===== config.mk =====
export PLATFORM = sky130hd
export DESIGN_NAME = sch_mul
export DESIGN_NICKNAME = d
export VERILOG_FILES = /design/src/rtl/stereo_chorus_assert.svh /design/src/rtl/sch_pkg.sv /design/src/rtl/sch_mul.sv
export SDC_FILE = /design/constraint.sdc
export NUM_CORES = 1
export LEC_CHECK = 0
export BUFFER_PORTS_ARGS = -buffer_cell sky130_fd_sc_hd__buf_2
export CORE_MARGIN = 2
export CORE_UTILIZATION = 55
export DETAILED_ROUTE_END_ITERATION = 7
export MAX_ROUTING_LAYER = met4
export PLACE_DENSITY = 0.77
export SYNTH_ARGS = -nofsm -noshare
export SYNTH_HDL_FRONTEND = slang
export SYNTH_SLANG_ARGS = --single-unit

===== constraint.sdc =====
create_clock -name aclk -period 7 [get_ports aclk]
set_clock_uncertainty 0.2 [all_clocks]
set_input_delay 0.7 -clock aclk [delete_from_list [all_inputs] [get_ports aclk]]
set_output_delay 0.7 -clock aclk [all_outputs]
set_load 0.005 [all_outputs]

===== src/rtl/stereo_chorus_assert.svh =====
// Assertion macros used by the stereo chorus top level.
`ifndef STEREO_CHORUS_ASSERT_SVH
`define STEREO_CHORUS_ASSERT_SVH

// Same-cycle implication, checked out of reset.
`define SCH_ASSERT_NOW(lbl, ante, cons, msg) \
    lbl: assert property (@(posedge aclk) disable iff (!aresetn) (ante) |-> (cons)) \
        else $error(msg);

// Next-cycle implication, checked out of reset.
`define SCH_ASSERT_NEXT(lbl, ante, cons, msg) \
    lbl: assert property (@(posedge aclk) disable iff (!aresetn) (ante) |=> (cons)) \
        else $error(msg);

`endif


===== src/rtl/sch_pkg.sv =====
// Package for the stereo chorus: types, constants and the quarter-wave sine polynomial.
`timescale 1ns / 1ps
`default_nettype none
package sch_pkg;

    localparam int LINE_DEPTH_DEF   = 2048;
    localparam int SINE_ENTRIES_DEF = 256;

    localparam int SAMPLE_W   = 24;
    localparam int GAIN_W     = 16;
    localparam int PHASE_W    = 32;
    localparam int DELAY_W    = 19;
    localparam int FRAC_W     = 8;
    localparam int CFG_ADDR_W = 3;
    localparam int CFG_DATA_W = 32;

    // Serial multiplier: signed multiplicand, unsigned multiplier.
    localparam int MUL_A_W = 25;
    localparam int MUL_B_W = 19;
    localparam int MUL_P_W = MUL_A_W + MUL_B_W;
    localparam int MUL_C_W = $clog2(MUL_B_W + 1);

    localparam logic [GAIN_W-1:0]  MIX_UNITY      = 16'h8000;
    localparam logic [PHASE_W-1:0] QUARTER_PHASE  = 32'h4000_0000;
    localparam logic [PHASE_W-1:0] PHASE_STEP_RST = 32'd71583;
    localparam logic [DELAY_W-1:0] CENTRE_RST     = 19'd98304;
    localparam logic [DELAY_W-1:0] DEPTH_RST      = 19'd30720;

    typedef enum logic [CFG_ADDR_W-1:0] {
        REG_WET_MIX    = 3'd0,
        REG_PHASE_STEP = 3'd1,
        REG_CENTRE     = 3'd2,
        REG_MOD_DEPTH  = 3'd3,
        REG_STEREO     = 3'd4
    } cfg_reg_t;

    typedef enum logic [3:0] {
        ST_CLEAR,
        ST_IDLE,
        ST_WRITE,
        ST_DLY,
        ST_POS,
        ST_RD0,
        ST_RD1,
        ST_RD2,
        ST_INT,
        ST_MIXS,
        ST_MIX,
        ST_OUT
    } state_t;

    typedef struct packed {
        logic                      start;
        logic signed [MUL_A_W-1:0] a;
        logic        [MUL_B_W-1:0] b;
    } mul_req_t;

    typedef struct packed {
        logic                      busy;
        logic                      done;
        logic signed [MUL_P_W-1:0] prod;
    } mul_rsp_t;

    // Quarter-wave sine in Q15 from position t in Q15 (elaboration only).
    function automatic logic signed [GAIN_W-1:0] quarter_sine(longint t);
        longint t2;
        longint inner;
        longint outer;
        longint s;
        t2    = (t * t) >> 15;
        inner = 21024 - ((2320 * t2) >> 15);
        outer = 51472 - ((inner * t2) >> 15);
        s     = (outer * t) >> 15;
        if (s > 32767) begin
            s = 32767;
        end
        return GAIN_W'(s);
    endfunction

endpackage
`default_nettype wire


===== src/rtl/sch_mul.sv =====
// Bit-serial shift-and-add multiplier, one multiplier bit per cycle.
`timescale 1ns / 1ps
`default_nettype none
module sch_mul (
    input  wire logic              aclk,
    input  wire logic              aresetn,
    input  wire sch_pkg::mul_req_t req,
    output sch_pkg::mul_rsp_t      rsp
);
    logic signed [sch_pkg::MUL_P_W-1:0] a_reg, a_next;
    logic signed [sch_pkg::MUL_P_W-1:0] acc_reg, acc_next;
    logic [sch_pkg::MUL_B_W-1:0]        b_reg, b_next;
    logic [sch_pkg::MUL_C_W-1:0]        cnt_reg, cnt_next;
    logic                               busy_reg, busy_next;
    logic                               done_reg, done_next;

    always_comb begin
        a_next    = a_reg;
        acc_next  = acc_reg;
        b_next    = b_reg;
        cnt_next  = cnt_reg;
        busy_next = busy_reg;
        done_next = 1'b0;
        if (req.start) begin
            a_next    = sch_pkg::MUL_P_W'(req.a);
            b_next    = req.b;
            acc_next  = '0;
            cnt_next  = sch_pkg::MUL_C_W'(sch_pkg::MUL_B_W);
            busy_next = 1'b1;
        end else if (busy_reg) begin
            if (b_reg[0]) begin
                acc_next = acc_reg + a_reg;
            end
            a_next   = a_reg <<< 1;
            b_next   = b_reg >> 1;
            cnt_next = cnt_reg - 1'b1;
            if (cnt_reg == sch_pkg::MUL_C_W'(1)) begin
                busy_next = 1'b0;
                done_next = 1'b1;
            end
        end
    end

    always_ff @(posedge aclk) begin
        if (!aresetn) begin
            busy_reg <= 1'b0;
            done_reg <= 1'b0;
            cnt_reg  <= '0;
        end else begin
            busy_reg <= busy_next;
            done_reg <= done_next;
            cnt_reg  <= cnt_next;
        end
    end

    always_ff @(posedge aclk) begin
        a_reg   <= a_next;
        b_reg   <= b_next;
        acc_reg <= acc_next;
    end

    assign rsp.busy = busy_reg;
    assign rsp.done = done_reg;
    assign rsp.prod = acc_reg;
endmodule
`default_nettype wire


After elaboration in Yosys (flattened, before gate mapping) --
Cells that the tools add are included.
Operators by class: reduce and logical (&&, ||, !) cells 4, order comparisons 0, shifts and indexed selects 0, equality and inequality tests 1, add/sub/neg operators 2, div/mod/pow operators 0, bitwise logic cells 2, multiplexer cells 10, multipliers 0
Operators by type and width (number):
- 44-bit 2-to-1 mux | 2
- 44-bit adder | 1
- 19-bit 2-to-1 mux | 2
- 5-bit 2-to-1 mux | 2
- 5-bit by 1-bit == test with 1-bit output (second input constant) | 1
- 5-bit by 1-bit subtractor with 5-bit output (second input constant) | 1
- 1-bit 2-to-1 mux | 4
- 3-bit OR reduction | 1
- 1-bit inverter | 2
- 2-bit AND reduction | 1
- 2-bit nonzero test | 1
- 2-bit OR reduction | 1
Word-level totals: output and inout bits 46, bits in registers 114, latch bits 0, memories kept 0, bits in read-only memories 0, RAM bits 0

Logic depth before layout (Yosys ltp) --
Gate-level depths: netlist of run 1.
depth after elaboration 4, mapped depth 12

Worst setup path after synthesis of run 1 --
Ideal clock, no wire load.
kind register -> register, start register a_reg[0] (netlist name), end register acc_reg[40] (netlist name), cell stages (with the launch flop) 13, path buffers 0, period minus slack after synthesis 2967 ps, library setup time 123 ps, path slack 4033 ps, arrival 2643 ps, cells stage by stage edfxtp_1 -> ha_1 -> fa_1 -> a21o_1 -> a21oi_2 -> nor2b_1 -> a21oi_2 -> nand2_2 -> a221oi_2 -> o31a_2 -> o21a_2 -> o21ai_1 -> mux2_1
On the way: cells in the longest elaborated chain, start to end 1
RTL lines:
- from (decl) | line sch_mul.sv:10 | logic signed [sch_pkg::MUL_P_W-1:0] a_reg, a_next;
- from (signal assigned) | line sch_mul.sv:57 | a_reg <= a_next;
- 44-bit adder | line sch_mul.sv:32 | acc_next = acc_reg + a_reg;
- to (signal assigned) | line sch_mul.sv:59 | acc_reg <= acc_next;
- to (decl) | line sch_mul.sv:11 | logic signed [sch_pkg::MUL_P_W-1:0] acc_reg, acc_next;
No other way between the ends. A chain may end at the register's enable or synchronous reset.

Worst setup path after layout of run 1 --
Ends and elaborated chain as after synthesis.

==> results of run 1 <==
==> worst paths after layout <==
kind                       to  cells after the start
setup / recovery  acc_reg[40]                     12
hold / removal     acc_reg[7]                      2
setup reg to reg  acc_reg[40]                     12
hold reg to reg    acc_reg[7]                      2
==> metal layers <==
metal / up-vias / track usage / wire [µm]
met1: 2654 / 0.317 / 6960
met4: 0 / 0.0817 / 189
met2: 187 / 0.405 / 7740
met5: - / - / 0
li1: 2763 / - / -
met3: 18 / 0.0669 / 896
==> report_power, final <==
group | leakage [nW] | switching [mW] | internal (mW)
Clock | 0.283 | 0.343 | 0.498
Sequential | 1.05 | 0.0417 | 0.780
Combinational | 2.32 | 0.245 | 0.182
Total | 3.65 | 0.630 | 1.46
==> kinds of logic after synthesis <==
logic type	after synthesis	synth area share
AOI/OAI and AO/OA	214	0.198
and+or+nand+nor	195	0.135
DFF	114	0.419
buffers and inverters	78	0.0454
adders and majority gates	46	0.0839
muxes	42	0.0681
xor gates and xnor gates	40	0.0504
==> area by class of cell <==
| class | count | area [µm²] | share of cell area |
|---|---|---|---|
| clock inverter | 15 | 149 | 0.0185 |
| timing repair buffer | 96 | 493 | 0.0614 |
| inverter | 31 | 116 | 0.0145 |
| clock buffer | 17 | 425 | 0.0530 |
| tap | 172 | 215 | 0.0268 |
| sequential | 114 | 2910 | 0.363 |
| multi-input combinational | 537 | 3720 | 0.463 |
==> stage by stage <==
step,cells,cell area (µm²),util,setup slack [ns]
global route,982,8030,0.644,3.56
finish,982,8030,0.644,3.71
detailed placement,950,7460,0.598,3.76
floorplan,729,6950,-,4.03
CTS,982,8030,0.644,3.72
global placement,950,7460,0.598,3.85
==> critical path: cells and delay by family, from the launching register on <==
kind                     cells  cell delay, ns
flip-flops                   1            0.38
multiplexers                 1            0.32
AND/OR/NAND/NOR              2            0.20
AO/OA/AOI/OAI                7            1.44
adder cells (fa/ha/maj)      2            0.63
==> cells in the final DEF (no fill, tap or decap), types with 3 or more instances in the layout <==
cell | netlist | final
edfxtp_1 | 63 | 63
a21oi_1 | 74 | 74
a211oi_1 | 6 | 6
and2_1 | 5 | 5
a21o_1 | 40 | 40
nand3b_1 | 7 | 7
ha_1 | 45 | 45
nand3_1 | 14 | 14
nor2_1 | 27 | 27
o21bai_1 | 3 | 3
o21a_1 | 8 | 8
buf_4 | 3 | 5
nand4_1 | 10 | 10
buf_2 | 9 | 91
o21ai_0 | 36 | 36
mux2_2 | 41 | 41
nor3_1 | 6 | 6
and3_1 | 8 | 8
inv_1 | 31 | 31
xor2_1 | 20 | 20
nor2b_1 | 5 | 5
clkinv_4 | 0 | 4
a21oi_2 | 4 | 4
dfxtp_1 | 51 | 51
xnor2_1 | 20 | 20
or3_1 | 4 | 4
a31oi_1 | 4 | 4
clkbuf_16 | 0 | 17
inv_6 | 0 | 5
nand2_1 | 91 | 91
nand2b_1 | 4 | 4
o21ai_1 | 11 | 11
==> results.toml, run 1 <==
[yosys]
synth_common_cells = "91 x nand2_1, 74 x a21oi_1, 63 x edfxtp_1"
ys_ff_latch = 114
synth_top_area_cell = "edfxtp_1"
synth_ff_type = "edfxtp_1"
yosys_warnings = 0
seq_area_frac_synth = 0.419
async_reset_ff_frac = 0
synth_nets = 822
netlist-cell-type-count = 67
synth_area_per_cell_um2 = 9.53
postSynthCellCount = 729
synth.most_common_cell = "nand2_1"
synth_area_leaders = "edfxtp_1 27%, dfxtp_1 15%, ha_1 8.1%"
yosysTopAreaCellShare = 0.272
syn_area_um2 = 6950
synth_edf_count = 63

[cells_and_area]
final_nets = 890
area_growth_pct = 15.6
n_antenna_cell = 0
layout-drive-gt1-share = 0.231
fill_cells = 1018

[sta]
fmax_ghz = 0.304
slew_viol_final = 0
tightestPinTransition_ns = 0.835
slew_headroom = 0.444
holdWs_ns = 0.270
setup-violations-final = 0
period_needed_ns = 3.29
fin_crit_sh = 0.471
rsz0062_at_grt = "no"
tns_ns = 0
hold_violations = 0

[cts]
post_cts_resized = 0
htreeDepth = 4
cts_setup_buffers = 0
cts-root-buf = "clkbuf_16"
max-clock-path-buffers = 2
clock_latency_ns = 0.42
cts_hold_buffers = 0
clkSinkCount = 114
cts_tree = "done"
cts.clk_slew.worst_paths_ns = 0.06
cts_made_buffers = 17

[floorplanning]
core_area_um2 = 12500
rows = 41
dieWidth_um = 116
initial_core_util = 0.557
chipHeight_um = 116
dieArea_um2 = 13600
ios = 93

[worst_setup_path]
cpPeakStageDelay_ns = 0.40
path_class = "flop to flop"
arrival_ns = 3.39
rr_startpoint = "a_reg[0]"
cp-startpoint = "a_reg[0]"
cp-start-kind = "flop"
worstPathCellList = "ha_1, fa_1, a21o_1, a21oi_2, nor2b_1, a21oi_2, nand2_2, a221oi_2, o31a_2, o21a_2, o21ai_1, mux2_1"
rrSetupSlack_ns = 3.71
cpMostUsedCell = "a21oi_2"
slowest_stage = "fa_1"
critPathRequiredTime_ns = 7.10
end_kind = "flop"
critPathMaxFanout = 4

[detailed_routing]
dr.first_iter.drc_count = 356
detail_route.vias_per_cell = 5.73
wire_per_inst_um = 16.1
num_vias = 5622
final_antenna_net_count = 0
routed_wl_mm = 15.8
first_pass_iters = 5
drc_errors = 0

[power]
pwr_density_cell_nw_per_um2 = 260
p_total_mw = 2.09
p_leak_nw = 3.65
ir_drop_v = 0.000198

[status]
outcome = "finished, final reports clean"

[hold_path]
hold_class = "flop to flop"
hp-start = "acc_reg[7]"

[global_route]
antenna_found_initial = 0
grt_remaining_overflow = 0
grt_usage = 0.254
first_global_vias = 5605
grt_max_degree = 71
grt_pass1_wl_mm = 26.3

[job]
max-cap-violations = 0

[placed_design]
portBuffers = 92
dp_hpwl_mm = 10.9
gp_congestion = 0.899
Power figures use the tool's default switching activity.
==> inputs of run 2 (changes only) <==
clock period = 3.39 ns   (was 7 ns; I/O delays follow)
==> run 2 against run 1 <==
Effect of this change:
- sequential share of layout area shrank 0.19 points
- critical path depth did not move
- worst setup slack got worse by 3.6 ns
- clock power is 99% higher
- utilization increased by 0.33 points
- via count is 1.0% higher
- sequential power increased by 110%
- final area rose by 0.51%
- critical endpoint unchanged
- largest power group is now sequential cells
- highest routed layer unchanged
==> results.toml, run 2 (synthesis gave the netlist of run 1 again) <==
[worst_setup_path]
cp-start-kind = "flop"
arrival_ns = 3.34
reg2reg_depth = 12
worstPathCellList = "ha_1, fa_1, a21o_1, a21oi_2, nor2b_1, a21oi_2, nand2_2, a221oi_4, o31a_4, o21a_2, o21ai_1, mux2_1"
path_class = "flop to flop"
critPathTopFamily = "compound AO/OA/AOI/OAI gates"
critPathMaxFanout = 4
critPathRequiredTime_ns = 3.49
crit_buf_inv = 0
slowest_stage = "fa_1"
cp_num_cells = 12
cpMostUsedCell = "a21oi_2"
cpPeakStageDelay_ns = 0.41
end_kind = "flop"

[cells_and_area]
n_antenna_cell = 0
final_area_um2 = 8070
fill_cells = 999
ff_latch_area_um2 = 2910
final_nets = 895
layout-drive-gt1-share = 0.231
multi_input_area_um2 = 3740
final_cell_mix = "91 x nand2_1, 91 x buf_2, 74 x a21oi_1"
area_growth_pct = 16.2

[global_route]
grt_pass1_wl_mm = 26.0
grt_remaining_overflow = 0
antenna_found_initial = 0
grt_max_degree = 50
first_global_vias = 5502
grt_usage = 0.252

[sta]
fmax_ghz = 0.309
hold_violations = 0
slew_headroom = 0.458
slew_viol_final = 0
tns_ns = 0
fin_crit_sh = 0.955
rsz0062_at_grt = "no"
tightestPinTransition_ns = 0.812
period_needed_ns = 3.24
setup-violations-final = 0

[cts]
cts.clk_slew.worst_paths_ns = 0.06
clock_latency_ns = 0.42
max-clock-path-buffers = 2
htreeDepth = 4
cts_tree = "done"
clkSinkCount = 114
cts_setup_buffers = 0
cts_made_buffers = 17
cts-root-buf = "clkbuf_16"

[status]
outcome = "finished, final reports clean"

[floorplanning]
dieArea_um2 = 13600
chipHeight_um = 116
dieWidth_um = 116
rows = 41
initial_core_util = 0.557
core_area_um2 = 12500
ios = 93

[detailed_routing]
num_vias = 5679
wire_per_inst_um = 16.0
first_pass_iters = 7
detail_route.vias_per_cell = 5.75
dr.first_iter.drc_count = 329
final_antenna_net_count = 0
drc_errors = 0
routed_wl_mm = 15.8

[power]
p_leak_nw = 3.69
ir_drop_v = 0.000396
pwr_density_cell_nw_per_um2 = 528

[placed_design]
portBuffers = 92
dp_hpwl_mm = 11.2
dpl-instance-area_um2 = 7480
gp_congestion = 0.893

[job]
max-cap-violations = 0

[hold_path]
hold_class = "input port to flop"
hold_path_depth = 2
## run 2: through the flow
stage,total power [mW],setup WS [ns],util,std cells,hold WS (ns)
6_report,4.26,0.152,0.648,987,0.0198
2_1_floorplan,2.36,0.423,-,729,0.257
3_3_place_gp,2.56,0.235,0.600,953,0.254
5_1_grt,4.46,0.00364,0.648,987,0.00679
3_5_place_dp,2.59,0.0999,0.600,953,0.264
4_1_cts,4.27,0.0761,0.646,987,0.00710
## run 2: final timing paths
path	start	slack (ns)	end
max	a_reg[0]	0.15	acc_reg[40]
min	req[18]	0.02	b_reg[18]
max reg2reg	a_reg[0]	0.15	acc_reg[40]
min reg2reg	acc_reg[6]	0.27	acc_reg[6]
## run 2: cell type report
type                       instances  area share
tap                              172      0.0267
clock buffer                      19      0.0549
timing repair buffer             101      0.0663
clock inverter                    13      0.0138
multi-input combinational        537       0.463
sequential                       114       0.361
inverter                          31      0.0144
## run 2: layer usage
layer | wire length (µm) | vias to the layer above | track usage
met2 | 7520 | 176 | 0.394
met4 | 308 | 0 | 0.0968
met3 | 890 | 25 | 0.0633
met1 | 7100 | 2704 | 0.315
li1 | - | 2774 | -
met5 | 0 | - | -
## run 2: worst reg2reg max path: stages, from the launching register on
cell      delay (ns)
edfxtp_1        0.40
ha_1            0.24
fa_1            0.41
a21o_1          0.19
a21oi_2         0.17
nor2b_1         0.10
a21oi_2         0.17
nand2_2         0.11
a221oi_4        0.37
o31a_4          0.21
o21a_2          0.15
o21ai_1         0.09
mux2_1          0.32
## run 2: where the power goes
group	switching (mW)	internal, mW
Combinational	0.510	0.382
Clock	0.648	1.02
Sequential	0.0866	1.61
Total	1.24	3.02
## run 2: timing repair
action,CTS,global route
setup endpoints to repair,0,1
hold buffers,2,0
resized for setup,0,2
endpoints found under the hold margin,3,0
==> inputs of run 3 (changes only) <==
ABC_AREA = 1   (was not set)
PLACE_DENSITY = 0.76   (was 0.77)
TNS_END_PERCENT = 1   (was not set)
==> run 3 against run 2 <==
Effect of this change:
- register-to-register slack better by 0.76 ns
- cell count is 59% higher
- synthesized cell count rose by 71%
- global-route usage up 5.0 points
- area after synthesis is 17% higher
- clock-buffer cell count increased by 1
- die area rose by 17%
- flip-flop and latch count unchanged
- clock power up 8%
- combinational power is 26% higher
==> results.toml, run 3 <==
[power]
p_comb_frac = 0.242
p_leak_nw = 5.44
pwr-share-clk = 0.389
power.share.switching = 0.317
p_int_mw = 3.16
p_sw_mw = 1.47
pwr_density_cell_nw_per_um2 = 475
seq_power_share = 0.369
p_total_mw = 4.62
ir_drop_v = 0.000416

[worst_setup_path]
rrSetupSlack_ns = 0.91
crit_buf_inv = 1
critPathMaxFanout = 4
cpMostUsedCell = "nand2_1"
path_class = "flop to flop"
cp_num_cells = 14
slowest_stage = "fa_1"
end_kind = "flop"
cp-startpoint = "a_reg[0]"
critPathRequiredTime_ns = 3.52
cp-start-kind = "flop"
cpPeakStageDelay_ns = 0.48
rr_startpoint = "a_reg[0]"
worstPathCellList = "ha_1, fa_1, nand2_1, nand3_1, nand3_1, nand2_2, nand2_1, nand3_2, nand2_1, nand2_1, nand2_1, nand3_1, nand2_1, inv_1"
critPathTopFamily = "simple AND/OR/NAND/NOR gates"
arrival_ns = 2.61
reg2reg_depth = 14
r2r_end = "acc_reg[32]"
crit_end = "acc_reg[32]"

[floorplanning]
rows = 44
initial_core_util = 0.562
chipHeight_um = 126
ios = 93
dieWidth_um = 126
core_area_um2 = 14500
dieArea_um2 = 15800

[cts]
htreeDepth = 4
cts_made_buffers = 17
cts_tree = "done"
cts_setup_buffers = 0
max-clock-path-buffers = 2
cts.clk_slew.worst_paths_ns = 0.06
cts-root-buf = "clkbuf_16"
clkSinkCount = 114
clock_latency_ns = 0.42

[cells_and_area]
n_antenna_cell = 0
final_common_cell = "nand2_1"
layout-drive-gt1-share = 0.132
final_cell_mix = "473 x nand2_1, 205 x inv_1, 142 x nor2_1"
area_growth_pct = 19.3
final_nets = 1464
fill_cells = 1286

[yosys]
synth_top_area_cell = "edfxtp_1"
synth.most_common_cell = "nand2_1"
seq_area_frac_synth = 0.357
synth_edf_count = 63
synth-simple-area-share = 0.372
synth_common_cells = "474 x nand2_1, 206 x inv_1, 142 x nor2_1"
yosys_warnings = 0
synth_area_leaders = "edfxtp_1 23%, nand2_1 22%, dfxtp_1 13%"
postSynthCellCount = 1245
async_reset_ff_frac = 0
synth_compound_area_frac = 0.0596
synth_nets = 1338
yosys.area_share.adder = 0.0714
synth_ff_type = "edfxtp_1"
netlist-cell-type-count = 34
synth_top_family_by_area = "simple AND/OR/NAND/NOR gates"
synth_mux_area_frac = 0
syn_area_um2 = 8160
synth_area_per_cell_um2 = 6.56
yosysTopAreaCellShare = 0.232
synthXorXnorAreaFrac = 0.0268
ys_ff_latch = 114

[sta]
fin_crit_sh = 0.732
rsz0062_at_grt = "no"
layout_setup_ws_ns = 0.909
tns_ns = 0
slew_viol_final = 0
hold_violations = 0
period_needed_ns = 2.48
fmax_ghz = 0.403
tightestPinTransition_ns = 0.738
setup-violations-final = 0
slew_headroom = 0.508

[global_route]
grt_util_met2 = 0.457
gr-usage-met1 = 0.418
grt_pass1_wl_mm = 37.1
grt_max_degree = 68
grt_remaining_overflow = 0
top_usage_layer = "met2"
grt.met3_usage = 0.0540
antenna_found_initial = 0
first_global_vias = 7611
grt_usage = 0.302

[detailed_routing]
wire_per_inst_um = 14.5
num_vias = 7952
drc_errors = 0
detail_route.vias_per_cell = 5.07
first_pass_iters = 5
final_antenna_net_count = 0
routed_wl_mm = 22.8
dr.first_iter.drc_count = 603

[status]
outcome = "finished, final reports clean"

[hold_path]
hold_class = "input port to flop"

[placed_design]
place_ws_ns = 0.948
portBuffers = 92
gp_congestion = 0.915
dp_hpwl_mm = 16.2

[job]
max-cap-violations = 0
==> run 3: layer usage <==
metal  up-vias  wire [µm]
li1       4077          -
met1      3579      10800
met2       260       9950
met3        36       1560
met4         0        414
met5         -          0
==> run 3: layout make-up <==
type | count | area (µm²) | area share
Clock buffer | 20 | 437 | 0.0449
Clock inverter | 12 | 141 | 0.0145
Inverter | 210 | 788 | 0.0810
Multi-Input combinational cell | 892 | 4330 | 0.445
Sequential cell | 114 | 2910 | 0.299
Tap cell | 184 | 230 | 0.0236
Timing Repair Buffer | 136 | 898 | 0.0923
==> run 3: stage by stage <==
step | hold slack (ns) | util | area, µm² | instances
after floorplan | 0.256 | - | 8160 | 1245
after global placement | 0.292 | 0.604 | 8780 | 1498
after detailed placement | 0.302 | 0.604 | 8780 | 1498
after CTS | 0.000276 | 0.670 | 9740 | 1568
after global routing | 0.0222 | 0.670 | 9740 | 1568
final | 0.00798 | 0.670 | 9740 | 1568
==> run 3: how the worst min path moves through the flow <==
stage                     from         end  slack [ns]  depth (start not counted)
global placement    acc_reg[0]  acc_reg[0]        0.29                          2
detailed placement   b_reg[12]   b_reg[11]        0.30                          2
CTS                    req[32]   a_reg[13]      0.0003                          3
finish                 req[32]   a_reg[13]       0.008                          3
floorplan              aresetn  cnt_reg[4]        0.26                          1
global route           req[32]   a_reg[13]        0.02                          3
==> run 3: kinds of logic (layout without fill, tap and decap cells) <==
| family | after synthesis | after routing |
|---|---|---|
| flip-flops | 114 | 114 |
| buffers and inverters | 239 | 378 |
| AND/OR/NAND/NOR | 734 | 734 |
| adder cells (fa/ha/maj) | 46 | 46 |
| XOR/XNOR | 25 | 25 |
| AO/OA/AOI/OAI | 87 | 87 |
==> run 3: repair_timing <==
action / CTS / global route
hold buffers: 38 / 0
resized for setup: 0 / 0
endpoints found under the hold margin: 41 / 0
==> run 3: power groups by stage <==
stage | logic, mW | clock network (mW) | registers, mW
after floorplan | 0.767 | 0 | 1.71
after global placement | 1.05 | 0 | 1.73
after detailed placement | 1.06 | 0 | 1.73
after CTS | 1.10 | 1.80 | 1.70
after global routing | 1.26 | 1.87 | 1.72
final | 1.12 | 1.80 | 1.71
==> run 3: worst register-to-register path: cells and delay by family, from the launching register on <==
family	cells	cell delay (ns)
buffers and inverters	1	0.04
and+or+nand+nor	11	1.00
DFF	1	0.40
adders and majority gates	2	0.75
